===== src/sv/etcf_pkg.sv =====
`timescale 1ns / 1ps
// etcf_pkg: shared types, codes and sizes of the edge timestamp capture fifo
// no dependencies; imported by every module of the block

package etcf_pkg;

	localparam int RING_DEPTH  = 1024;
	localparam int MAX_DRAIN   = 64;
	localparam int IDX_W       = $clog2(RING_DEPTH);
	localparam int PTR_W       = $clog2(2 * RING_DEPTH);
	localparam int QUEUE_DEPTH = 2;
	localparam int QP_W        = (QUEUE_DEPTH > 1) ? $clog2(QUEUE_DEPTH) : 1;
	localparam int QC_W        = $clog2(QUEUE_DEPTH + 1);
	localparam int ADDR_W      = 3;

	localparam logic [15:0] PPS_INTERVAL_RST = 16'd1000;
	localparam logic [6:0]  MAX_DRAIN_C      = 7'(MAX_DRAIN);
	localparam logic        REG_PPS_INTERVAL = 1'b0;

	typedef enum logic [1:0] {
		OP_START = 2'd0,
		OP_EDGE  = 2'd1,
		OP_DRAIN = 2'd2,
		OP_STOP  = 2'd3
	} op_t;

	typedef enum logic [2:0] {
		ST_STARTED     = 3'd0,
		ST_STOPPED     = 3'd1,
		ST_STORED      = 3'd2,
		ST_OVERFLOW    = 3'd3,
		ST_IGNORED     = 3'd4,
		ST_DRAINED     = 3'd5,
		ST_DRAIN_EMPTY = 3'd6
	} status_t;

	typedef enum logic {
		BK_IDLE,
		BK_DRAIN
	} state_t;

	typedef struct packed {
		logic [1:0]  op;
		logic [63:0] stamp;
		logic [39:0] rt_sec;
		logic [29:0] rt_nsec;
		logic [6:0]  drain_max;
	} item_t;

	typedef struct packed {
		logic [2:0]  status;
		logic        last_of_run;
		logic [63:0] entry_stamp;
		logic [63:0] entry_seq;
		logic        entry_pps;
		logic [39:0] entry_sec;
		logic [29:0] entry_nsec;
		logic [63:0] edges_seen;
		logic [63:0] seconds_seen;
		logic [63:0] overflow_count;
		logic [10:0] fill_level;
	} res_t;

	typedef struct packed {
		logic [63:0] stamp;
		logic [63:0] seq;
		logic        pps;
		logic [39:0] sec;
		logic [29:0] nsec;
	} entry_t;

	typedef struct packed {
		op_t         op;
		logic [63:0] stamp;
		logic [39:0] rt_sec;
		logic [29:0] rt_nsec;
		logic [6:0]  limit;
	} cmd_t;

	typedef struct packed {
		logic valid;
		cmd_t cmd;
	} cmd_req_t;

endpackage


===== src/sv/etcf_front.sv =====
`timescale 1ns / 1ps
// etcf_front: accepts items, decodes the op and clamps the drain count,
// and holds them in a short command queue; uses etcf_pkg

module etcf_front (
	input  logic               clk,
	input  logic               arst_n,
	input  logic               start,
	output logic               busy,
	input  etcf_pkg::item_t    item,
	output etcf_pkg::cmd_req_t head,
	input  logic               pop
);
	import etcf_pkg::*;

	cmd_t             q_mem [QUEUE_DEPTH];
	logic [QP_W-1:0]  wr_q;
	logic [QP_W-1:0]  rd_q;
	logic [QC_W-1:0]  cnt_q;
	cmd_t             cls;
	logic             push;
	logic             pull;

	function automatic logic [QP_W-1:0] qp_inc(input logic [QP_W-1:0] p);
		logic [QP_W-1:0] r;
		r = (p == QP_W'(QUEUE_DEPTH - 1)) ? '0 : p + QP_W'(1);
		return r;
	endfunction

	always_comb begin
		cls.op      = op_t'(item.op);
		cls.stamp   = item.stamp;
		cls.rt_sec  = item.rt_sec;
		cls.rt_nsec = item.rt_nsec;
		cls.limit   = (item.drain_max > MAX_DRAIN_C) ? MAX_DRAIN_C : item.drain_max;
	end

	assign busy       = (cnt_q == QC_W'(QUEUE_DEPTH));
	assign push       = start && !busy;
	assign pull       = pop && (cnt_q != '0);
	assign head.valid = (cnt_q != '0);
	assign head.cmd   = q_mem[rd_q];

	always_ff @(posedge clk or negedge arst_n) begin
		if (!arst_n) begin
			wr_q  <= '0;
			rd_q  <= '0;
			cnt_q <= '0;
		end else begin
			if (push) wr_q <= qp_inc(wr_q);
			if (pull) rd_q <= qp_inc(rd_q);
			case ({push, pull})
				2'b10:   cnt_q <= cnt_q + QC_W'(1);
				2'b01:   cnt_q <= cnt_q - QC_W'(1);
				default: cnt_q <= cnt_q;
			endcase
		end
	end

	always_ff @(posedge clk) begin
		if (push) q_mem[wr_q] <= cls;
	end

endmodule


===== config.mk =====
export PLATFORM = sky130hd
export DESIGN_NAME = etcf_front
export DESIGN_NICKNAME = d
export VERILOG_FILES = /design/src/sv/etcf_pkg.sv /design/src/sv/etcf_front.sv
export SDC_FILE = /design/constraint.sdc
export NUM_CORES = 1
export LEC_CHECK = 0
export BUFFER_PORTS_ARGS = -buffer_cell sky130_fd_sc_hd__buf_2
export CAP_MARGIN = 25
export CORE_UTILIZATION = 45
export CTS_BUF_LIST = sky130_fd_sc_hd__clkbuf_4 sky130_fd_sc_hd__clkbuf_8
export DETAILED_ROUTE_END_ITERATION = 6
export GPL_TIMING_DRIVEN = 0
export PLACE_DENSITY = 0.73
export SYNTH_ARGS = -nofsm -noshare
export SYNTH_HDL_FRONTEND = slang
export SYNTH_SLANG_ARGS = --single-unit

===== constraint.sdc =====
create_clock -name clk -period 7.6 [get_ports clk]
set_input_delay 0.76 -clock clk [delete_from_list [all_inputs] [get_ports clk]]
set_output_delay 0.76 -clock clk [all_outputs]
set_load 0.005 [all_outputs]

==> impl_metrics.py <==
metrics = {
    "setup_path": {
        "slowest_delay_ps": 350,
        "slowest_stage": "dfrtp_1",
        "worstPathMaxFanout": 10,
        "crit_type": "reg -> out",
        "start_kind": "flip-flop",
        "cpMostUsedCell": "buf_6",
        "required_ps": 6840,
        "cp-end-kind": "output pin",
        "cp_cell_sequence": "buf_6 -> buf_6 -> buf_6 -> mux2_4 -> buf_2",
        "crit_arrival_ps": 1890,
    },
    "pwr": {
        "leakagePower_nw": 5.35,
        "ir_drop_mv": 0.323,
        "p_per_area_nw_per_um2": 369,
    },
    "clock_network": {
        "clk_root_buffer_cell": "clkbuf_8",
        "clock_sinks": 290,
        "cts_max_level": 2,
        "clk_latency_ps": 530,
        "clk_pin_slew_worst_paths_ps": 60,
        "clk_path_buf_depth": 3,
        "cts_buffers": 46,
        "cts_tree": "yes",
    },
    "synthesis": {
        "synth_nets": 618,
        "syn_area_per_cell_um2": 23.0,
        "synth_area_um2": 10800,
        "synth_top_cell_by_area": "edfxtp_1",
        "synth_top_cell_area_share_pct": 79.6,
        "synthDistinctLibCells": 18,
        "netlist_top_cells_area": "edfxtp_1 (80%), mux2_2 (8.7%), mux2_4 (8.3%)",
        "yosysWarnings": 0,
        "ys_seq_elements": 290,
        "ys_seq_area_share_pct": 80.5,
        "postSynthCellCount": 470,
    },
    "timing": {
        "min_period_ps": 2650,
        "achievable-frequency_mhz": 378,
        "finClkSkew_ps": 12.8,
        "finalHoldViolCount": 0,
        "maxSlewHeadroom_pct": 60.2,
        "slew_violations": 0,
        "worst_hold_slack_ps": 408,
        "post-route-period-util_pct": 34.8,
        "worst_slew_pin_slew_ps": 595,
        "setup_viol": 0,
        "timing.final.ws_setup_ps": 4950,
        "rsz0062_at_grt": "no",
    },
    "drt": {
        "dr_wl_met2_um": 9860,
        "detail_route.iter0.violations": 196,
        "vias": 5445,
        "wl_met1_um": 7390,
        "dr_wl_met3_um": 1710,
        "antenna_left": 0,
        "drc": 0,
        "finalWirelength_um": 19700,
        "drtPass1Iterations": 4,
        "viasPerCell": 4.66,
        "post_drt_wl_per_cell_um": 16.8,
        "highest_layer": "met4",
    },
    "placement": {
        "place_area_um2": 12800,
        "io_buffers": 291,
        "dp_hpwl_um": 13300,
        "gp_congestion": 0.711,
        "preCtsSetupSlack_ps": 5080,
    },
    "grt": {
        "grt_start_max_net_pins": 60,
        "grt_pass1_wl_um": 28700,
        "antenna_found_initial": 2,
        "grt-ovfl-total": 0,
        "grt_pass1_vias": 5540,
        "grt_use_total_pct": 15.5,
    },
    "cells_and_area": {
        "final_nets": 965,
        "synthToLayoutAreaGrowth_pct": 27.0,
        "finalInstanceArea_um2": 13700,
        "fin_util_pct": 58.4,
        "drive_gt1_share_pct": 62.8,
    },
    "hold_path": {
        "min_path_type": "in -> reg",
    },
    "die": {
        "dieArea_um2": 24600,
        "initial_core_util_pct": 46.0,
        "chipHeight_um": 157,
        "ios": 292,
        "core_area_um2": 23500,
        "die_x_um": 157,
        "rows": 56,
    },
    "flow_run": {
        "drv_cap": 0,
    },
    "status": {
        "status": "completed",
    },
}
==> sequential cells by signal (all words and copies together) (netlist names) <==
register / cells
cnt_q: 2
q_mem: 286
rd_q: 1
wr_q: 1
==> kinds of logic after synthesis <==
group | after synthesis | synth area share (%)
adder cells (fa/ha/maj) | 1 | 0.116
flip-flops | 290 | 80.5
multiplexers | 143 | 17.0
buffers and inverters | 18 | 1.28
AND/OR/NAND/NOR | 13 | 0.684
XOR/XNOR | 5 | 0.406
==> per-stage QoR <==
stage / TNS (ps) / power, mW / instances
after floorplan: 0 / 3.29 / 470
after global placement: -476770 / 3.91 / 1080
after detailed placement: 0 / 3.88 / 1087
after CTS: 0 / 5.13 / 1166
after global routing: 0 / 5.32 / 1167
final: 0 / 5.06 / 1168
==> timing repair <==
item	in CTS	in global routing
hold endpoints to repair	4	0
hold buffers	1	0
gates resized for setup	0	0
setup buffers	0	0
==> final timing paths <==
| path | start | endpoint | slack (ps) | cells after the start |
|---|---|---|---|---|
| worst min-delay path | item[117] | q_mem[0][117] | 410 | 1 |
| worst max-delay path | rd_q | head[74] | 4950 | 5 |
| max in group asynchronous | arst_n | cnt_q[1] | 6930 | 2 |
| min in group asynchronous | arst_n | wr_q | 550 | 2 |
| worst max register to register | cnt_q[0] | q_mem[0][80] | 5340 | 6 |
| worst min register to register | cnt_q[1] | cnt_q[1] | 510 | 1 |
==> where the power goes <==
group	internal (mW)	switching, mW
Combinational	0.823	0.733
Clock	0.688	0.549
Sequential	2.18	0.0793
==> critical path: cells and delay by family, from the launching register on <==
| family | cells | cell delay [ps] |
|---|---|---|
| muxes | 1 | 310 |
| DFF | 1 | 350 |
| buffers and inverters | 4 | 680 |
==> layout make-up <==
type	instances	area [µm²]
diodes	2	5.00
plain buffers	17	134
clock buffers	67	822
clock inverters	11	50.0
fillers	1743	9760
inverters	1	3.75
multi-input cells	162	1980
flip-flops and latches	290	8690
well taps	319	399
repair buffers	299	1630
==> cells in the final DEF (no fill, tap or decap) <==
| master | synthesis | routed |
|---|---|---|
| diode_2 | 0 | 2 |
| nand2b_1 | 1 | 1 |
| mux2_4 | 60 | 60 |
| dfrtp_1 | 4 | 4 |
| nand2_1 | 1 | 1 |
| xnor2_1 | 3 | 3 |
| clkbuf_8 | 0 | 51 |
| buf_2 | 8 | 299 |
| and2_1 | 1 | 1 |
| nor2_4 | 0 | 1 |
| nor2_1 | 2 | 1 |
| buf_16 | 0 | 3 |
| clkinv_1 | 0 | 6 |
| ha_1 | 1 | 1 |
| and3_4 | 0 | 1 |
| buf_12 | 0 | 4 |
| clkbuf_1 | 1 | 1 |
| clkinvlp_4 | 0 | 1 |
| clkinv_2 | 0 | 4 |
| clkbuf_4 | 0 | 16 |
| buf_6 | 8 | 8 |
| dlygate4sd3_1 | 0 | 1 |
| mux2_2 | 83 | 83 |
| inv_1 | 1 | 1 |
| or2_2 | 1 | 1 |
| edfxtp_1 | 286 | 286 |
| nor2b_1 | 6 | 6 |
| xor2_1 | 2 | 2 |
==> metal layers <==
metal / up-vias / track usage, %
li1: 2564 / -
met1: 2602 / 17.0
met2: 224 / 26.5
met3: 55 / 5.76
met4: 0 / 7.10
met5: - / 0
==> cell usage after synthesis <==
cell type,n
and3_1,1
or2_2,1
xor2_1,2
xnor2_1,3
clkbuf_1,1
mux2_4,60
dfrtp_1,4
ha_1,1
nand2_1,1
and2_1,1
nand2b_1,1
mux2_2,83
edfxtp_1,286
nor2b_1,6
buf_2,8
nor2_1,2
inv_1,1
buf_6,8
Power figures use the tool's default switching activity.
